File: config.mk
export PLATFORM = sky130hd
export DESIGN_NAME = header_length_sum_deframer
export DESIGN_NICKNAME = d
export VERILOG_FILES = /design/src/sv/hlsd_pkg.sv /design/src/sv/hlsd_framer.sv /design/src/sv/header_length_sum_deframer.sv
export VERILOG_INCLUDE_DIRS = /design/src /design/src/sv
export SDC_FILE = /design/constraint.sdc
export NUM_CORES = 1
export LEC_CHECK = 0
export ABC_AREA = 1
export BUFFER_PORTS_ARGS = -buffer_cell sky130_fd_sc_hd__buf_2
export CORE_MARGIN = 8
export CORE_UTILIZATION = 40
export DETAILED_ROUTE_END_ITERATION = 16
export MAX_ROUTING_LAYER = met4
export SLEW_MARGIN = 0
export SYNTH_ARGS = -nofsm -noshare
export SYNTH_HDL_FRONTEND = slang
export SYNTH_SLANG_ARGS = --single-unit
File: constraint.sdc
create_clock -name clk -period 5.38 [get_ports clk]
set_input_delay 0 -clock clk [delete_from_list [all_inputs] [get_ports clk]]
set_output_delay 0 -clock clk [all_outputs]
set_load 0.05 [all_outputs]
File: src/sv/header_length_sum_deframer_assert.svh
// Assertion macros for the header length sum deframer.
`ifndef HEADER_LENGTH_SUM_DEFRAMER_ASSERT_SVH
`define HEADER_LENGTH_SUM_DEFRAMER_ASSERT_SVH
`ifndef SYNTH
`define HLSD_ASSERT(lbl, clk, rst_n, prop, msg) \
	lbl: assert property (@(posedge clk) disable iff (!rst_n) prop) else $error(msg);
`define HLSD_ASSERT_ALWAYS(lbl, clk, prop, msg) \
	lbl: assert property (@(posedge clk) prop) else $error(msg);
`else
`define HLSD_ASSERT(lbl, clk, rst_n, prop, msg)
`define HLSD_ASSERT_ALWAYS(lbl, clk, prop, msg)
`endif
`endif

File: src/sv/hlsd_pkg.sv
// Shared types and constants of the header length sum deframer.
`timescale 1ns / 1ps
package hlsd_pkg;
	localparam int MAX_PAYLOAD_DEF = 14;
	localparam int CFG_IDX_W = 2;
	localparam int CFG_DATA_W = 16;

	localparam logic [CFG_IDX_W-1:0] CFG_FRAME_HEADER = 2'd0;
	localparam logic [CFG_IDX_W-1:0] CFG_SUM_CHECK_EN = 2'd1;
	localparam logic [CFG_IDX_W-1:0] CFG_COPY_LIMIT   = 2'd2;

	localparam logic [3:0] COPY_LIMIT_RST = 4'd14;

	localparam logic [1:0] ST_OK      = 2'd0;
	localparam logic [1:0] ST_SUM_ERR = 2'd1;
	localparam logic [1:0] ST_LEN_ERR = 2'd2;

	typedef struct packed {
		logic [15:0] header;
		logic        check_en;
		logic [3:0]  copy_limit;
	} cfg_t;

	typedef struct packed {
		logic        fire;
		logic [1:0]  status;
		logic [7:0]  length;
		logic [63:0] payload_low;
		logic [47:0] payload_high;
		logic [7:0]  sum;
	} res_t;
endpackage

File: src/sv/hlsd_framer.sv
// Framing state machine: header hunt, length check, payload capture and sum check.
`timescale 1ns / 1ps
module hlsd_framer #(
	parameter int MAX_PAYLOAD = hlsd_pkg::MAX_PAYLOAD_DEF
) (
	input  logic             clk,
	input  logic             arst_n,
	input  logic             step,
	input  logic [7:0]       rx_byte,
	input  hlsd_pkg::cfg_t   cfg,
	output hlsd_pkg::res_t   res
);
	import hlsd_pkg::*;

	localparam logic [1:0] PH_HUNT    = 2'd0;
	localparam logic [1:0] PH_LEN     = 2'd1;
	localparam logic [1:0] PH_PAYLOAD = 2'd2;
	localparam logic [1:0] PH_SUM     = 2'd3;

	logic [1:0] phase_q, phase_d;
	logic [7:0] prev_q, prev_d;
	logic       prev_valid_q, prev_valid_d;
	logic [3:0] exp_q, exp_d;
	logic [3:0] taken_q, taken_d;
	logic [3:0] taken_inc;
	logic [7:0] sum_q, sum_d;
	logic       clear, wr_en;
	logic [7:0] store_q [MAX_PAYLOAD];
	logic [7:0] store_d [MAX_PAYLOAD];
	logic [63:0] pay_lo;
	logic [47:0] pay_hi;

	assign taken_inc = taken_q + 4'd1;

	always_comb begin
		phase_d      = phase_q;
		prev_d       = prev_q;
		prev_valid_d = prev_valid_q;
		exp_d        = exp_q;
		taken_d      = taken_q;
		sum_d        = sum_q;
		clear        = 1'b0;
		wr_en        = 1'b0;
		res.fire     = 1'b0;
		res.status   = ST_OK;
		case (phase_q)
			PH_HUNT: begin
				if (prev_valid_q && {prev_q, rx_byte} == cfg.header) begin
					sum_d        = prev_q + rx_byte;
					clear        = 1'b1;
					taken_d      = 4'd0;
					exp_d        = 4'd0;
					prev_valid_d = 1'b0;
					phase_d      = PH_LEN;
				end else begin
					prev_d       = rx_byte;
					prev_valid_d = 1'b1;
				end
			end
			PH_LEN: begin
				sum_d = sum_q + rx_byte;
				if (rx_byte > 8'(MAX_PAYLOAD)) begin
					res.fire   = 1'b1;
					res.status = ST_LEN_ERR;
				end else begin
					exp_d   = rx_byte[3:0];
					taken_d = 4'd0;
					if (rx_byte == 8'd0) begin
						if (cfg.check_en) begin
							phase_d = PH_SUM;
						end else begin
							res.fire = 1'b1;
						end
					end else begin
						phase_d = PH_PAYLOAD;
					end
				end
			end
			PH_PAYLOAD: begin
				sum_d   = sum_q + rx_byte;
				wr_en   = (taken_q < cfg.copy_limit) && (taken_q < 4'(MAX_PAYLOAD));
				taken_d = taken_inc;
				if (taken_inc >= exp_q) begin
					if (cfg.check_en) begin
						phase_d = PH_SUM;
					end else begin
						res.fire = 1'b1;
					end
				end
			end
			default: begin
				res.fire   = 1'b1;
				res.status = (rx_byte == sum_q) ? ST_OK : ST_SUM_ERR;
			end
		endcase
		if (res.fire) begin
			phase_d      = PH_HUNT;
			prev_valid_d = 1'b0;
			prev_d       = 8'd0;
		end
		res.length       = (res.status == ST_LEN_ERR) ? rx_byte : {4'd0, exp_d};
		res.sum          = sum_d;
		res.payload_low  = pay_lo;
		res.payload_high = pay_hi;
	end

	for (genvar i = 0; i < MAX_PAYLOAD; i++) begin : g_store
		always_comb begin
			if (clear) begin
				store_d[i] = 8'd0;
			end else if (wr_en && taken_q == 4'(i)) begin
				store_d[i] = rx_byte;
			end else begin
				store_d[i] = store_q[i];
			end
		end

		always_ff @(posedge clk or negedge arst_n) begin
			if (!arst_n) begin
				store_q[i] <= 8'd0;
			end else if (step) begin
				store_q[i] <= store_d[i];
			end
		end
	end

	for (genvar i = 0; i < 8; i++) begin : g_lo
		if (i < MAX_PAYLOAD) begin : g_used
			assign pay_lo[8*i +: 8] = store_d[i];
		end else begin : g_zero
			assign pay_lo[8*i +: 8] = 8'd0;
		end
	end

	for (genvar i = 0; i < 6; i++) begin : g_hi
		if (i + 8 < MAX_PAYLOAD) begin : g_used
			assign pay_hi[8*i +: 8] = store_d[i+8];
		end else begin : g_zero
			assign pay_hi[8*i +: 8] = 8'd0;
		end
	end

	always_ff @(posedge clk or negedge arst_n) begin
		if (!arst_n) begin
			phase_q      <= PH_HUNT;
			prev_q       <= 8'd0;
			prev_valid_q <= 1'b0;
			exp_q        <= 4'd0;
			taken_q      <= 4'd0;
			sum_q        <= 8'd0;
		end else if (step) begin
			phase_q      <= phase_d;
			prev_q       <= prev_d;
			prev_valid_q <= prev_valid_d;
			exp_q        <= exp_d;
			taken_q      <= taken_d;
			sum_q        <= sum_d;
		end
	end
endmodule

File: src/sv/header_length_sum_deframer.sv
// Top level of the header length sum deframer: input register, framer, result register.
// Accepts one received byte per cycle while rx_stall is low and emits one result per finished
// or rejected frame. The byte that ends a frame is held in the input register, and its result
// is held in the result register; the byte rate is set by the framing state update between the
// input register and the result register. While a result waits under res_stall the framer
// holds: the input register still takes one byte, then rx_stall stays high until the result
// leaves. Configuration writes are taken in any cycle and should happen only while idle.
`timescale 1ns / 1ps
`include "header_length_sum_deframer_assert.svh"
module header_length_sum_deframer #(
	parameter int MAX_PAYLOAD = hlsd_pkg::MAX_PAYLOAD_DEF
) (
	input  logic                           clk,
	input  logic                           arst_n,
	input  logic                           rx_valid,
	output logic                           rx_stall,
	input  logic [7:0]                     rx_byte,
	output logic                           res_valid,
	input  logic                           res_stall,
	output logic [1:0]                     status,
	output logic [7:0]                     frame_length,
	output logic [63:0]                    payload_low,
	output logic [47:0]                    payload_high,
	output logic [7:0]                     computed_sum,
	input  logic                           cfg_valid,
	output logic                           cfg_ready,
	input  logic [hlsd_pkg::CFG_IDX_W-1:0]  cfg_index,
	input  logic [hlsd_pkg::CFG_DATA_W-1:0] cfg_data
);
	import hlsd_pkg::*;

	logic       valid_s1;
	logic [7:0] rx_s1;
	logic       advance;
	logic       rx_take;
	cfg_t       cfg_q;
	res_t       res;

	assign cfg_ready = 1'b1;
	assign advance   = valid_s1 && !(res_valid && res_stall);
	assign rx_stall  = valid_s1 && !advance;
	assign rx_take   = rx_valid && !rx_stall;

	always_ff @(posedge clk or negedge arst_n) begin
		if (!arst_n) begin
			cfg_q.header     <= 16'd0;
			cfg_q.check_en   <= 1'b0;
			cfg_q.copy_limit <= COPY_LIMIT_RST;
		end else if (cfg_valid && cfg_ready) begin
			case (cfg_index)
				CFG_FRAME_HEADER: cfg_q.header     <= cfg_data;
				CFG_SUM_CHECK_EN: cfg_q.check_en   <= cfg_data[0];
				CFG_COPY_LIMIT:   cfg_q.copy_limit <= cfg_data[3:0];
				default:          cfg_q            <= cfg_q;
			endcase
		end
	end

	always_ff @(posedge clk or negedge arst_n) begin
		if (!arst_n) begin
			valid_s1 <= 1'b0;
		end else if (rx_take) begin
			valid_s1 <= 1'b1;
		end else if (advance) begin
			valid_s1 <= 1'b0;
		end
	end

	always_ff @(posedge clk) begin
		if (rx_take) begin
			rx_s1 <= rx_byte;
		end
	end

	hlsd_framer #(
		.MAX_PAYLOAD(MAX_PAYLOAD)
	) u_framer (
		.clk    (clk),
		.arst_n (arst_n),
		.step   (advance),
		.rx_byte(rx_s1),
		.cfg    (cfg_q),
		.res    (res)
	);

	always_ff @(posedge clk or negedge arst_n) begin
		if (!arst_n) begin
			res_valid <= 1'b0;
		end else if (advance && res.fire) begin
			res_valid <= 1'b1;
		end else if (!res_stall) begin
			res_valid <= 1'b0;
		end
	end

	always_ff @(posedge clk) begin
		if (advance && res.fire) begin
			status       <= res.status;
			frame_length <= res.length;
			payload_low  <= res.payload_low;
			payload_high <= res.payload_high;
			computed_sum <= res.sum;
		end
	end

	`HLSD_ASSERT(a_status_code, clk, arst_n, res_valid |-> (status != 2'd3), "bad status code")
	`HLSD_ASSERT(a_len_err_empty, clk, arst_n, (res_valid && status == ST_LEN_ERR) |-> (payload_low == 64'd0 && payload_high == 48'd0), "payload on rejected length")
	`HLSD_ASSERT(a_len_legal, clk, arst_n, (res_valid && status != ST_LEN_ERR) |-> (frame_length <= 8'(MAX_PAYLOAD)), "accepted length above limit")
	`HLSD_ASSERT_ALWAYS(a_reset_idle, clk, !arst_n |-> (!res_valid && !valid_s1), "pipeline busy in reset")
endmodule
# After elaboration in Yosys (flattened, before gate mapping)
# Index checks and enable logic that the tools add are counted.
[totals] inputBits=31 ram_bits=0 mem_bits_ro=0 latchBits=0 ff_bits=300 memories=0
[classes] shift=0 bitwise=0 n_mux=65 mul=0 n_addsub=3 n_reduce_logical=41 order_cmp=4 n_eq_ne=27 div_mod_pow=0
[ops] operator="$mux 8" count=32
[ops] operator="$eq 4x4->1 const B" count=6
[ops] operator="$logic_and 1x1->1" count=21
[ops] operator="$mux 4" count=5
[ops] operator="$add 8x8->8" count=2
[ops] operator="$eq 16x16->1" count=1
[ops] operator="$eq 4x3->1 const B" count=4
[ops] operator="$pmux 8 s2" count=1
[ops] operator="$mux 1" count=15
[ops] operator="$mux 2" count=7
[ops] operator="$pmux 4 s3" count=1
[ops] operator="$eq 4x2->1 const B" count=2
[ops] operator="$eq 8x8->1" count=1
[ops] operator="$gt 8x4->1 const B" count=1
[ops] operator="$logic_not 8->1" count=1
[ops] operator="$pmux 4 s2" count=1
[ops] operator="$reduce_and 2->1" count=4
[ops] operator="$eq 2x2->1 const B" count=3
[ops] operator="$ne 3x2->1 const B" count=2
[ops] operator="$pmux 2 s3" count=1
[ops] operator="$reduce_and 5->1" count=1
[ops] operator="$add 4x1->4 const B" count=1
[ops] operator="$eq 2x1->1 const B" count=2
[ops] operator="$eq 4x1->1 const B" count=1
[ops] operator="other kinds (17)" count=24

# Depth between registers and ports, before layout
[logic_depth] ltp_word=8 depth_mapped=14 mapped_depth_nobuf=14

# By module
# A second synthesis with hierarchy kept.
[unflattened] hier_cells=1697 hier_area_um2=14813.0
[modules_own_cells] module="hlsd_framer" cells_per_inst=1448 seq_area_each_um2=3478.3 area_per_inst_um2=9681.8 instances=1
[modules_own_cells] module="header_length_sum_deframer" cells_per_inst=249 seq_area_each_um2=4723.3 area_per_inst_um2=5131.2 instances=1

# Least setup slack after synthesis
# Ideal clock, no wire load.
[synth_timing] path_type="flip-flop to flip-flop" startpoint="register u_framer.taken_q[0]" endpoint="register computed_sum[0] (enable)" period_less_slack_ns=4.719 path_buffers=0 arrival_time_ns=4.236 setup_ns=0.483 setup_slack_ns=0.661 stages_incl_launch_ff=12 cell_sequence="dfrtp_1 > inv_2 > ha_1 > ha_1 > inv_1 > o21bai_1 > nand3_1 > nand3_1 > nand3_1 > nand3_2 > nand2_2 > inv_1"
[synth_via] elab_chain_len=5
[synth_lines] element="start, declared" line="hlsd_framer.sv:24" rtl="logic [3:0] taken_q, taken_d;"
[synth_lines] element="start signal, assigned" line="hlsd_framer.sv:156" rtl="taken_q <= taken_d;"
[synth_lines] element="$add 4x1->4" line="hlsd_framer.sv:33" rtl="assign taken_inc = taken_q + 4'd1;"
[synth_lines] element="$ge 4x4->1" line="hlsd_framer.sv:83" rtl="if (taken_inc >= exp_q) begin"
[synth_lines] element="$mux 1" line="hlsd_framer.sv:83"
[synth_lines] element="$pmux 1 s3" line="hlsd_framer.sv:46" rtl="case (phase_q)"
[synth_lines] element="$logic_and 1x1->1" line="header_length_sum_deframer.sv:97" rtl="if (advance && res.fire) begin"
[synth_lines] element="end signal, assigned" line="header_length_sum_deframer.sv:102" rtl="computed_sum <= res.sum;"
[synth_lines] element="end, declared" line="header_length_sum_deframer.sv:24" rtl="output logic [7:0] computed_sum,"
# No other way between the ends.
# A chain may end at the register's enable or synchronous reset.

# Worst setup path in the final report
[layout_timing] startpoint="register rx_s1[1]" endpoint="register payload_low[10] (enable)"
[layout_via] elab_chain_len=5
[layout_lines] element="start, declared" line="header_length_sum_deframer.sv:33" rtl="logic [7:0] rx_s1;"
[layout_lines] element="start signal, assigned" line="header_length_sum_deframer.sv:71" rtl="rx_s1 <= rx_byte;"
[layout_lines] element="parallel branches: the longest is 2 deep, another holds $gt 8x4->1"
[layout_lines] element="$mux 1 (*)" line="hlsd_framer.sv:62" rtl="if (rx_byte > 8'(MAX_PAYLOAD)) begin"
[layout_lines] element="$pmux 1 s3 (*)" line="hlsd_framer.sv:46"
[layout_lines] element="$logic_and 1x1->1 (*)" line="header_length_sum_deframer.sv:97"
[layout_lines] element="end signal, assigned" line="header_length_sum_deframer.sv:100" rtl="payload_low <= res.payload_low;"
[layout_lines] element="end, declared" line="header_length_sum_deframer.sv:22" rtl="output logic [63:0] payload_low,"
# Mark *: on every way between the ends.

==> flow_summary.toml <==
[hold_path]
holdCritPathClass = "in -> reg"

[sta]
endpoints_failing_hold = 0
final.hold.worst_slack_ns = 0.0397
maxClockFrequency_mhz = 278
fin_worst_skew_ns = 0.0250
worst_slew_margin_rel_pct = 27.8
setup_viol_count_final = 0
timing_worst_slew_pin_value_ns = 1.08
layout_worst_path_cycle_share_pct = 66.9
grt_setup_unrepaired = "no"
timing.final.crit_period_ns = 3.60
fin_setup_tns_ns = 0
number_of_max_slew_violations_in_the_final_report = 0

[floorplanning]
initial_core_utilization_pct = 40.2
floorplan.die_area_um2 = 44100
dieHeight_um = 210
die_width_um = 210
boundaryPins = 164
core-area_um2 = 37400
floorplan.rows = 71

[clocking]
cts.root.buffer_cell = "clkbuf_16"
cts.sinks = 300
h_tree_levels = 2
tritoncts = "yes"
clock_tree.buffer_depth = 3
clk_pin_slew_ns = 0.06
numCtsBuffers = 36
clkLatencyLatePin_ns = 0.54

[power]
p_leak_nw = 8.41
power.share.switching_pct = 40.7
power_frac_clock_pct = 27.9
p_switching_mw = 3.45
seq_power_share_pct = 37.7
power.density_nw_per_um2 = 481
combinationalPowerShare_pct = 34.5
maximum_resistive_drop_on_vdd_mv = 0.276
fin_total_pwr_mw = 8.47
p_int_mw = 5.02

[synthesis]
synth.cell_area_um2 = 15100
synth.yosys.seq_area_share_pct = 54.5
yosys.cell_types.count = 39
synth.largest_area_cell = "edfxtp_1"
synth_top_cells_by_area = "edfxtp_1 (28%), dfrtp_1 (26%), nand2_1 (13%), nand3_1 (5.6%), and2_1 (4.7%)"
number_of_synthesized_register_bits = 300
synthesis.yosys.warnings = 0
avgSynthCellArea_um2 = 9.08
syn_inst = 1657
syn-num-nets = 1722
synth_top_cell_area_share_pct = 27.5

[grt]
grt_residual_overflow = 0
grt_use_met1_pct = 25.4
number_of_global_route_vias_before_repair = 11400
wire_length_of_the_first_global_routing_pass_mm = 64.7
met3_usage_pct = 3.31
grt_util_met2_pct = 29.3
grt_start_max_net_pins = 95
grt.busiest_layer = "met2"
antenna_found_initial = 0
grt_util_all_layers_pct = 18.9

[job]
max_cap_violations = 0

[finish]
fin_nets = 1885
postLayoutCellArea_um2 = 17600
layout_common_cells = "nand2_1 (531), nand3_1 (168), buf_2 (161), dfrtp_1 (159), edfxtp_1 (138)"
synth_to_final_area_change_pct = 16.9
mostFrequentLayoutCell = "nand2_1"
post_route_cells_drive_above_1_share_pct = 18.1

[place]
post_dp_cell_area_um2 = 16100
port-buffer-count = 162
place.gp.congestion = 0.909
hpwlAfterDp_mm = 26.7

[setup_path]
setup.worst_path.start_class = "register"
sequence_of_cells_on_the_critical_path = "inv_2, nand4_1, nor2_1, nand3_1, nand3_2, nand2_2, inv_4, buf_4"
crit_end = "payload_low[10]$_DFFE_PP_"
crit_path_top_delay_cell = "inv_4"
criticalPathCategory = "reg -> reg"
cp_data_required_time_ns = 5.57
critical_path_peak_fanout = 63
reg2reg_to = "payload_low[10]$_DFFE_PP_"
timing.critical_path.to_type = "register"
timing.reg2reg.setup_slack_ns = 1.78
cp.arrival_ns = 3.79
worst-r2r-cell-count = 8
cp-startpoint = "rx_s1[1]$_DFFE_PP_"
r2r-start = "rx_s1[1]$_DFFE_PP_"
largest_stage_delay_on_the_critical_path_ns = 0.68

[routing]
via_count = 11800
detailedRoute.firstIterationViolations = 953
drt_drc_violations_left = 0
drt_pass1_iterations = 7
wl_per_cell_um = 17.3
detail_route.vias_per_cell = 5.00
totalWireLength_mm = 40.9
antenna_left = 0

[status]
outcome = "finished, final reports clean"
## how the worst min path moves through the flow
| stage | start | to | cells after the start |
|---|---|---|---|
| global placement | arst_n | valid_s1$_DFFE_PN0P_ | 1 |
| CTS | cfg_valid | cfg_q[0]$_DFFE_PN0P_ | 3 |
| global route | cfg_valid | cfg_q[0]$_DFFE_PN0P_ | 3 |
| detailed placement | arst_n | valid_s1$_DFFE_PN0P_ | 1 |
| finish | cfg_valid | cfg_q[0]$_DFFE_PN0P_ | 3 |
| floorplan | arst_n | cfg_q[0]$_DFFE_PN0P_ | 0 |
## power by group through the flow
| stage | combinational (mW) | clock, mW | sequential, mW |
|---|---|---|---|
| final | 2.92 | 2.36 | 3.19 |
| after global routing | 3.21 | 2.51 | 3.24 |
| after floorplan | 1.34 | 0 | 4.03 |
| after CTS | 2.94 | 2.42 | 3.20 |
| after detailed placement | 2.92 | 0 | 3.24 |
| after global placement | 2.90 | 0 | 3.23 |
## through the flow
stage / cells / util (%) / setup slack [ns]
after detailed placement: 2258 / 43.1 / 1.77
after global placement: 2258 / 43.1 / 1.80
after global routing: 2358 / 47.1 / 1.44
after CTS: 2358 / 47.1 / 1.74
final: 2359 / 47.1 / 1.78
after floorplan: 1657 / - / 0.661
## logic make-up (layout without fill, tap and decap cells)
kind of cell    count (synthesis)  count (layout)  share of synthesized area, %
mux                             1               1                        0.0748
xor+xnor                       11              11                         0.640
compound gates                185             185                          7.84
fa+ha+maj                      34              34                          2.93
other cells                     1               2                        0.0249
buf+inv                       187             377                          5.87
simple gates                  938             938                          28.1
flops                         300             300                          54.5
## layout make-up
class | instances | area [um^2]
multi-input cells | 1170 | 5970
diodes | 1 | 2.50
inverters | 103 | 392
well taps | 511 | 639
repair buffers | 209 | 1260
clock buffers | 49 | 990
clock inverters | 16 | 145
fillers | 3579 | 19800
flip-flops and latches | 300 | 8200
## cells in the mapped netlist
cell and number:
fa_1 2, o21bai_1 1, nand2_2 5, buf_6 19
o21a_1 1, dfstp_2 3, nor2_2 3, xor2_1 8
nand4_1 23, dfrtp_1 159, buf_4 3, nand3_1 168
buf_1 19, nor3_4 1, o211ai_1 1, inv_1 95
edfxtp_1 138, clkbuf_1 33, nor2_1 71, o21ai_0 60
nand4_4 1, mux2_2 1, and2_1 114, inv_2 8
conb_1 1, nand3_2 2, ha_1 32, a21oi_1 39
nor3_1 2, nor4_1 1, nand2_1 532, buf_12 1
o21ai_1 16, a31oi_1 2, o21ai_2 65, nand2_4 11
or2_2 4, xnor2_1 3, buf_2 9
## repair_timing
item	in CTS	in global routing
hold endpoints to repair	106	0
buffers inserted	0	0
setup endpoints to repair	0	0
gates resized for setup	0	0
hold buffers	35	0
## sequential cells by signal, indices dropped and copies added (netlist names), 4 cells and up
signal	count
payload_low	64
computed_sum	8
u_framer.exp_q	4
payload_high	48
u_framer.store_q	112
frame_length	8
u_framer.prev_q	8
rx_s1	8
u_framer.taken_q	4
cfg_q	21
u_framer.sum_q	8
## critical path: cells and delay by family (launching register included)
family,cells,cell delay [ns]
flip-flops,1,0.59
AND/OR/NAND/NOR,5,0.81
buffers and inverters,3,1.75
## metal layers
metal / vias to the layer above / part of all wire [%]
met2: 335 / 46
met4: 0 / 2.3
met1: 5619 / 46
met5: - / 0
li1: 5778 / -
met3: 69 / 5.7
No activity file was read; power rests on OpenSTA's default activity.
